`config.mk`:
```
export PLATFORM = sky130hd
export DESIGN_NAME = chtb_ctrl
export DESIGN_NICKNAME = d
export VERILOG_FILES = /design/src/sv/chtb_pkg.sv /design/src/sv/chtb_ctrl.sv
export SDC_FILE = /design/constraint.sdc
export NUM_CORES = 1
export LEC_CHECK = 0
export BUFFER_PORTS_ARGS = -buffer_cell sky130_fd_sc_hd__buf_4
export CAP_MARGIN = 20
export CORE_AREA = 4 4 41 43
export DETAILED_ROUTE_END_ITERATION = 6
export DIE_AREA = 0 0 45 47
export GPL_TIMING_DRIVEN = 0
export PLACE_DENSITY_LB_ADDON = 0.3
export SYNTH_ARGS = -nofsm -noshare
export SYNTH_HDL_FRONTEND = slang
export SYNTH_SLANG_ARGS = --single-unit
```
`constraint.sdc`:
```
create_clock -name i_clk -period 2.9 [get_ports i_clk]
set_clock_uncertainty 0.2 [all_clocks]
set_input_delay 0.87 -clock i_clk [delete_from_list [all_inputs] [get_ports i_clk]]
set_output_delay 0.87 -clock i_clk [all_outputs]
set_load 0.05 [all_outputs]
```
`src/sv/chtb_pkg.sv`:
```
// Package for the canonical Huffman table builder.
// Holds field widths, codes, controller state type and the command/status structs.
// No dependencies.
package chtb_pkg;

    // Table geometry
    localparam int MAX_CODE_LENGTH = 16;
    localparam int SYMBOL_COUNT    = 256;
    localparam int SYM_W           = 8;
    localparam int LEN_W           = 5;
    localparam int CODE_W          = 16;
    localparam int NEXT_W          = CODE_W + 1;
    localparam int CNT_W           = 8;
    localparam int IDX_W           = $clog2(MAX_CODE_LENGTH);
    localparam int BI_W            = 5;

    // Saturation value of the running code
    localparam logic [NEXT_W-1:0] CODE_SAT = '1;

    // Byte index positions after the count bytes
    localparam logic [BI_W-1:0] BI_SYMBOLS = BI_W'(MAX_CODE_LENGTH);
    localparam logic [BI_W-1:0] BI_DONE    = BI_W'(MAX_CODE_LENGTH + 1);

    // Request and answer codes
    localparam logic REQ_SPEC     = 1'b0;
    localparam logic REQ_LOOKUP   = 1'b1;
    localparam logic KIND_ASSIGN  = 1'b0;
    localparam logic KIND_LOOKUP  = 1'b1;

    typedef enum logic {
        ST_IDLE,
        ST_WORK
    } t_state;

    // Controller to datapath
    typedef struct packed {
        logic accept;    // input transaction taken this cycle
        logic work;      // controller is in the work state
        logic load_out;  // move the pending result into the output register
    } t_cmd;

    // Datapath to controller
    typedef struct packed {
        logic lookup;       // incoming item is a lookup
        logic starts_work;  // incoming spec byte needs the length walk
        logic has_result;   // incoming spec byte is an assigned symbol
        logic settled;      // length walk has nothing left to do
    } t_stat;

    typedef struct packed {
        logic              answer_kind;
        logic [SYM_W-1:0]  symbol_value;
        logic [LEN_W-1:0]  code_size;
        logic [CODE_W-1:0] code_bits;
        logic              found;
        logic              code_overflow;
        logic              spec_done;
    } t_result;

endpackage

```
`src/sv/chtb_ctrl.sv`:
```
// Controller: accepts items, runs the length walk, hands results to the output.
// Depends on chtb_pkg; talks to chtb_dp through t_cmd and t_stat.
module chtb_ctrl import chtb_pkg::*; (
    input  logic  i_clk,
    input  logic  i_rst_n,
    input  logic  i_in_valid,
    output logic  o_in_ready,
    input  logic  i_out_ready,
    output logic  o_out_valid,
    input  t_stat i_stat,
    output t_cmd  o_cmd
);

    t_state r_state;
    t_state n_state;
    logic   r_pending;
    logic   n_pending;
    logic   r_out_valid;
    logic   n_out_valid;
    logic   w_accept;
    logic   w_slot_free;
    logic   w_load;

    // nothing is taken while reset is held
    assign w_accept    = i_in_valid && i_rst_n && (r_state == ST_IDLE);
    assign w_slot_free = !r_out_valid || i_out_ready;

    // Next state
    always_comb begin
        n_state   = r_state;
        n_pending = r_pending;
        case (r_state)
            ST_IDLE: begin
                if (w_accept) begin
                    n_pending = i_stat.lookup || i_stat.has_result;
                    if (i_stat.lookup || i_stat.starts_work) begin
                        n_state = ST_WORK;
                    end
                end
            end
            ST_WORK: begin
                if (i_stat.settled && (!r_pending || w_slot_free)) begin
                    n_state   = ST_IDLE;
                    n_pending = 1'b0;
                end
            end
            default: n_state = ST_IDLE;
        endcase
    end

    // Outputs
    always_comb begin
        o_in_ready     = i_rst_n && (r_state == ST_IDLE);
        w_load         = (r_state == ST_WORK) && i_stat.settled && r_pending && w_slot_free;
        o_cmd.accept   = w_accept;
        o_cmd.work     = (r_state == ST_WORK);
        o_cmd.load_out = w_load;
        n_out_valid    = w_load ? 1'b1 : (i_out_ready ? 1'b0 : r_out_valid);
    end

    always_ff @(posedge i_clk) begin
        if (!i_rst_n) begin
            r_state     <= ST_IDLE;
            r_pending   <= 1'b0;
            r_out_valid <= 1'b0;
        end else begin
            r_state     <= n_state;
            r_pending   <= n_pending;
            r_out_valid <= n_out_valid;
        end
    end

    assign o_out_valid = r_out_valid;

endmodule

```
Yosys cells after proc, flatten, opt, wreduce, memory -nomap -nowiden
Index checks and enable logic that the tools add are counted.
{"block": "totals", "input_bits": 8, "out_inout_bits": 5, "regBits": 3}
{"block": "classes", "n_bitwise": 1, "n_reduce_logical": 15, "n_eq_ne": 2, "mux": 9}
{"cell": "logical AND 1 bit", "n": 7}
{"cell": "2-to-1 mux 1 bit", "n": 7}
{"cell": "logical OR 1 bit", "n": 4}
{"cell": "one-hot mux 1 bit (2 select lines)", "n": 2}
{"cell": "zero test 1 bit", "n": 2}
{"cell": "!= test 2 x 1 -> 1 bit, second input constant", "n": 1}
{"cell": "!= test 2 bit, second input constant", "n": 1}
{"cell": "AND reduction 2 bit", "n": 1}
{"cell": "nonzero test 2 bit", "n": 1}
{"cell": "NOT 1 bit", "n": 1}

Longest topological paths before layout
Gate-level depths: netlist of the first run.
{"block": "logic_depth", "ltp_word": 6, "mapped_depth": 3, "mapped_depth_nobuf": 3}

Least setup slack after synthesis of the first run
OpenSTA, ideal clock, no wires.
{"block": "synth_timing", "kind": "in2out", "from": "input i_rst_n", "to": "output o_cmd[2] in the netlist's numbering", "path_stages": 3, "t_required_ps": 1830, "arrival_ps": 2013, "slack_ps": -183, "path_cell_list": "nor2b_1 > and2_1 > buf_4"}
{"block": "synth_between", "elab_chain_len": 2}
{"item": "start: declaration", "line": "chtb_ctrl.sv:5", "rtl": "input logic i_rst_n,"}
{"item": "logical AND 1 bit (2 in a row)", "line": "chtb_ctrl.sv:25", "rtl": "assign w_accept = i_in_valid && i_rst_n && (r_state == ST_IDLE);"}
{"item": "end: declaration", "line": "chtb_ctrl.sv:11", "rtl": "output t_cmd o_cmd"}
Every way passes these cells.

Worst setup path in the final report of the first run
Same ends and word-level chain as after synthesis.

==> impl_metrics.env, run 1 <==
export IMPL_max_slew_margin_rel_pct=84.46
export IMPL_grt_pass1_vias=178
export IMPL_max_freq_mhz=374.9
export IMPL_clk_pin_slew_ns=0.04
export IMPL_cts_resized_gates=0
export IMPL_fin_setup_tns_ns=0
export IMPL_hold_slack_ns=0.3055
export IMPL_vias=198
export IMPL_peakVddDrop_uv=186.6
export IMPL_synth_common_cells="3 x buf_4, 3 x dfxtp_1, 3 x nor2b_1"
export IMPL_die_h_um=47
export IMPL_cp_data_required_time_ns=1.83
export IMPL_synth_main_ff_cell="dfxtp_1"
export IMPL_core_sq_um=1301
export IMPL_leakage_uw=0.0001512
export IMPL_synth_area_leaders="dfxtp_1 32%, buf_4 12%, nor2b_1 10%, nor3b_2 6.7%, o31ai_2 6.7%"
export IMPL_cp_arrival_ns=1.60
export IMPL_synth_edff_count=0
export IMPL_start_util_pct=14.33
export IMPL_dp_hpwl_um=374
export IMPL_worstSetupPathType="in2out"
export IMPL_power_density_nw_per_um2=505.7
export IMPL_postCtsSetupBuffers=0
export IMPL_synth_top_area_cell="dfxtp_1"
export IMPL_period_minus_slack_ns=2.667
export IMPL_hold_buffers=0
export IMPL_hold_viol_final=0
export IMPL_drc_errors=0
export IMPL_synth_distinct_cells=14
export IMPL_gp_congestion=0.5914
export IMPL_numCtsBuffers=3
export IMPL_wl_um=469
export IMPL_async_reset_ff_share_pct=0
export IMPL_fin_util_pct=24.90
export IMPL_grt_util_all_layers_pct=5.683
export IMPL_area_growth_pct=73.83
export IMPL_min_path_type="reg2reg"
export IMPL_first_iter_violations=3
export IMPL_max_cap_violations=0
export IMPL_finish_instance_area_sq_um=324.1
export IMPL_clock_sinks=3
export IMPL_tightestPinTransition_ns=0.2328
export IMPL_io_pins=13
export IMPL_drive_gt1_share_pct=57.89
export IMPL_antenna_left=0
export IMPL_power_uw=163.9
export IMPL_avgSynthCellArea_sq_um=8.474
export IMPL_grt_overflow_total=0
export IMPL_die_area_sq_um=2115
export IMPL_setup_violations=0
export IMPL_clock_latency_ns=0.24
export IMPL_die_w_um=45
export IMPL_cts_tree="built"
export IMPL_grt_pass1_wl_um=786
export IMPL_ys_seq_area_share_pct=32.21
export IMPL_drt_pass1_iterations=2
export IMPL_rsz0062_at_grt="false"
export IMPL_finalCritPeriodShare_pct=91.97
export IMPL_grt_max_degree=7
export IMPL_maxSlewViolCount=0
export IMPL_setup_worst_path_end_class="output port"
export IMPL_clockBufferDepth=2
export IMPL_wl_per_cell_um=8.849
export IMPL_crit_fanout=4
export IMPL_root_buffer="clkbuf_4"
export IMPL_insertedDiodeCount=0
export IMPL_ys_ff_latch=3
export IMPL_portBuffers=12
export IMPL_netlist_area_sq_um=186.4
export IMPL_ys_warn_count=0
export IMPL_routed_via_density=3.736
export IMPL_synth_cells=22
export IMPL_start_kind="input pin"
export IMPL_synth_top_area_share_pct=32.21
export IMPL_antenna_found_initial=0
export IMPL_dpl_cell_area_sq_um=297.8
export IMPL_fin_nets=47
export IMPL_synth_nets=30
export IMPL_status="completed"
export IMPL_rows=13
export IMPL_ctsHtreeMaxLevel=1
-- registers in the layout (all words and copies together), names as in the netlist --
| name | count |
|---|---|
| o_out_valid | 1 |
| r_pending | 1 |
| r_state | 1 |
-- report_power, final --
group          leakage (uW)  total, uW  internal, uW  switching [uW]
Clock             0.0000150       75.3          51.7            23.6
Sequential        0.0000247       47.3          44.2            3.06
Combinational      0.000112       41.3          19.0            22.3
Total              0.000151        164           115            49.0
-- path summary, 6_finish.rpt --
check,cells after the start,startpoint,end,slack [ns]
min,2,r_pending,r_pending,0.31
max,5,i_rst_n,o_cmd[2],0.23
max reg2reg,3,r_state,r_pending,1.80
min reg2reg,2,r_pending,r_pending,0.31
-- metal layers --
layer	up-vias	part of all wire [%]	GRT usage, %
li1	105	-	-
met1	79	40	4.989
met2	14	36	8.192
met3	0	24	6.897
met4	0	0	1.754
met5	-	0	0
-- placed cells by master, fill, tap and decap left out --
cell type	count
o31ai_2	1
nor3b_2	1
nor2b_2	2
nor2b_1	2
nor2_1	2
nand3_1	1
o21ai_1	1
buf_4	15
nand2_1	1
and2_1	1
o21a_1	1
nand2b_1	1
dfxtp_1	3
clkbuf_1	1
clkbuf_4	3
a21oi_1	2
-- cell families (layout without fill, tap and decap cells) --
kind of cell | count (synthesis) | after routing | share of synthesized area (%)
AO/OA/AOI/OAI | 5 | 5 | 18.79
AND/OR/NAND/NOR | 11 | 11 | 36.91
flip-flops | 3 | 3 | 32.22
buffers and inverters | 3 | 19 | 12.08
-- critical path, cell delays in order --
cell and delay, ns:
buf_4 0.13, nor2b_2 0.15, and2_1 0.15, buf_4 0.12, buf_4 0.18
-- cell type report --
class	count	area, sq um
repair buffers	12	90.09
fillers	156	977.2
clock buffers	4	26.28
plain buffers	3	22.52
multi-input cells	16	106.4
well taps	15	18.77
flip-flops and latches	3	60.06
-- per-stage QoR --
stage               instances  setup WS (ns)
floorplan                  22         0.1049
global placement           49         0.2310
detailed placement         49         0.2313
CTS                        53         0.2279
global route               53         0.1892
finish                     53         0.2328
(Power assumes the default switching activity.)
==> run 2, diff against run 1 <==
==> constraint.sdc (replaced) <==
create_clock -name i_clk -period 2.35 [get_ports i_clk]
set_clock_uncertainty 0.2 [all_clocks]
set_input_delay 0.705 -clock i_clk [delete_from_list [all_inputs] [get_ports i_clk]]
set_output_delay 0.705 -clock i_clk [all_outputs]
set_load 0.05 [all_outputs]
==> run 2 against run 1 <==
Clock-buffer cell count unchanged; hold slack got worse by 0.0062 ns; global-route usage decreased by 0.16 points; core utilization rose by 0.38 points; final cell count unchanged; setup slack got worse by 0.19 ns; combinational power up 25%; via count is 2.5% higher; first-iteration DRC count shrank 33%; power increased by 22%; routed wire length shrank 5.1%; die area did not move; critical path type unchanged; critical endpoint unchanged.
==> impl_metrics.env, run 2 (synthesis results as in run 1) <==
export IMPL_clockBufferDepth=2
export IMPL_start_kind="input pin"
export IMPL_fin_util_pct=25.29
export IMPL_vias=203
export IMPL_slowest_delay_ns=0.18
export IMPL_root_buffer="clkbuf_4"
export IMPL_peakVddDrop_uv=264.1
export IMPL_leakage_uw=0.0001556
export IMPL_drive_gt1_share_pct=57.89
export IMPL_wl_um=445
export IMPL_tightestPinTransition_ns=0.2479
export IMPL_power_uw=200.7
export IMPL_routed_via_density=3.830
export IMPL_cts_tree="built"
export IMPL_period_minus_slack_ns=2.306
export IMPL_power_density_nw_per_um2=610.0
export IMPL_hold_slack_ns=0.2993
export IMPL_finalCritPeriodShare_pct=98.14
export IMPL_rsz0062_at_grt="false"
export IMPL_finish_instance_area_sq_um=329.1
export IMPL_grt_pass1_wl_um=703
export IMPL_numCtsBuffers=3
export IMPL_max_freq_mhz=433.6
export IMPL_postCtsSetupBuffers=0
export IMPL_core_sq_um=1301
export IMPL_setup_violations=0
export IMPL_grt_pass1_vias=195
export IMPL_antenna_found_initial=0
export IMPL_ctsHtreeMaxLevel=1
export IMPL_grt_overflow_total=0
export IMPL_min_path_type="reg2reg"
export IMPL_clock_latency_ns=0.23
export IMPL_max_slew_margin_rel_pct=83.45
export IMPL_hold_viol_final=0
export IMPL_hold_buffers=0
export IMPL_crit_chain="buf_4 > nor2b_4 > and2_1 > buf_4 > buf_4"
export IMPL_area_growth_pct=76.51
export IMPL_io_pins=13
export IMPL_cp_arrival_ns=1.40
export IMPL_start_util_pct=14.33
export IMPL_crit_family="buffers and inverters"
export IMPL_mostFrequentLayoutCell="buf_4"
export IMPL_gp_congestion=0.6476
export IMPL_maxSlewViolCount=0
export IMPL_wl_per_cell_um=8.396
export IMPL_dpl_cell_area_sq_um=302.8
export IMPL_clk_pin_slew_ns=0.04
export IMPL_die_area_sq_um=2115
export IMPL_portBuffers=12
export IMPL_insertedDiodeCount=0
export IMPL_layout_common_cells="15 x buf_4, 3 x clkbuf_4, 3 x dfxtp_1"
export IMPL_clock_sinks=3
export IMPL_crit_fanout=4
export IMPL_fin_nets=47
export IMPL_die_w_um=45
export IMPL_cpMaxStageDelayCell="buf_4"
export IMPL_cp_common_cell="buf_4"
export IMPL_status="completed"
export IMPL_max_cap_violations=0
export IMPL_drc_errors=0
export IMPL_critPathBufInv=3
export IMPL_fin_setup_tns_ns=0
export IMPL_cts_resized_gates=0
export IMPL_setup_worst_path_end_class="output port"
export IMPL_grt_max_degree=7
export IMPL_worstSetupPathType="in2out"
export IMPL_antenna_left=0
export IMPL_rows=13
export IMPL_first_iter_violations=2
export IMPL_die_h_um=47
export IMPL_grt_util_all_layers_pct=5.525
export IMPL_cp_data_required_time_ns=1.44
export IMPL_drt_pass1_iterations=2
[run 2: cell counts in the layout (fill, tap and decap cells not counted)]
No cell type changed its count.
[run 2: final cells by class]
type	instances	area, sq um
Buffer	3	22.52
Sequential cell	3	60.06
Tap cell	15	18.77
Clock buffer	4	26.28
Timing Repair Buffer	12	90.09
Multi-Input combinational cell	16	111.4
Fill cell	158	972.2
[run 2: per-layer routing]
metal,vias to the layer above,track usage (%),wire length (um)
li1,104,-,-
met4,0,3.509,0
met1,85,5.442,193
met5,-,0,0
met3,0,7.280,86
met2,14,5.932,165
[run 2: worst reg2reg max path, stage by stage (launching register included)]
cell and delay, ns:
dfxtp_1 0.37, nand2b_1 0.19, o31ai_2 0.17, a21oi_1 0.06
[run 2: worst paths after layout]
kind              startpoint         to  slack (ns)  cells past startpoint
setup / recovery     i_rst_n   o_cmd[2]        0.04                      5
hold / removal     r_pending  r_pending        0.30                      2
setup reg to reg     r_state  r_pending        1.24                      3
hold reg to reg    r_pending  r_pending        0.30                      2
[run 2: per-stage QoR]
stage / worst slack (ns) / instances
3_3_place_gp: 0.04353 / 49
4_1_cts: 0.03987 / 53
6_report: 0.04374 / 53
3_5_place_dp: 0.04220 / 49
2_1_floorplan: 0.07050 / 22
5_1_grt: 0.008678 / 53
[run 2: where the power goes]
group / switching (uW) / internal, uW
Combinational: 27.6 / 24.3
Clock: 26.8 / 63.6
Sequential: 3.89 / 54.6
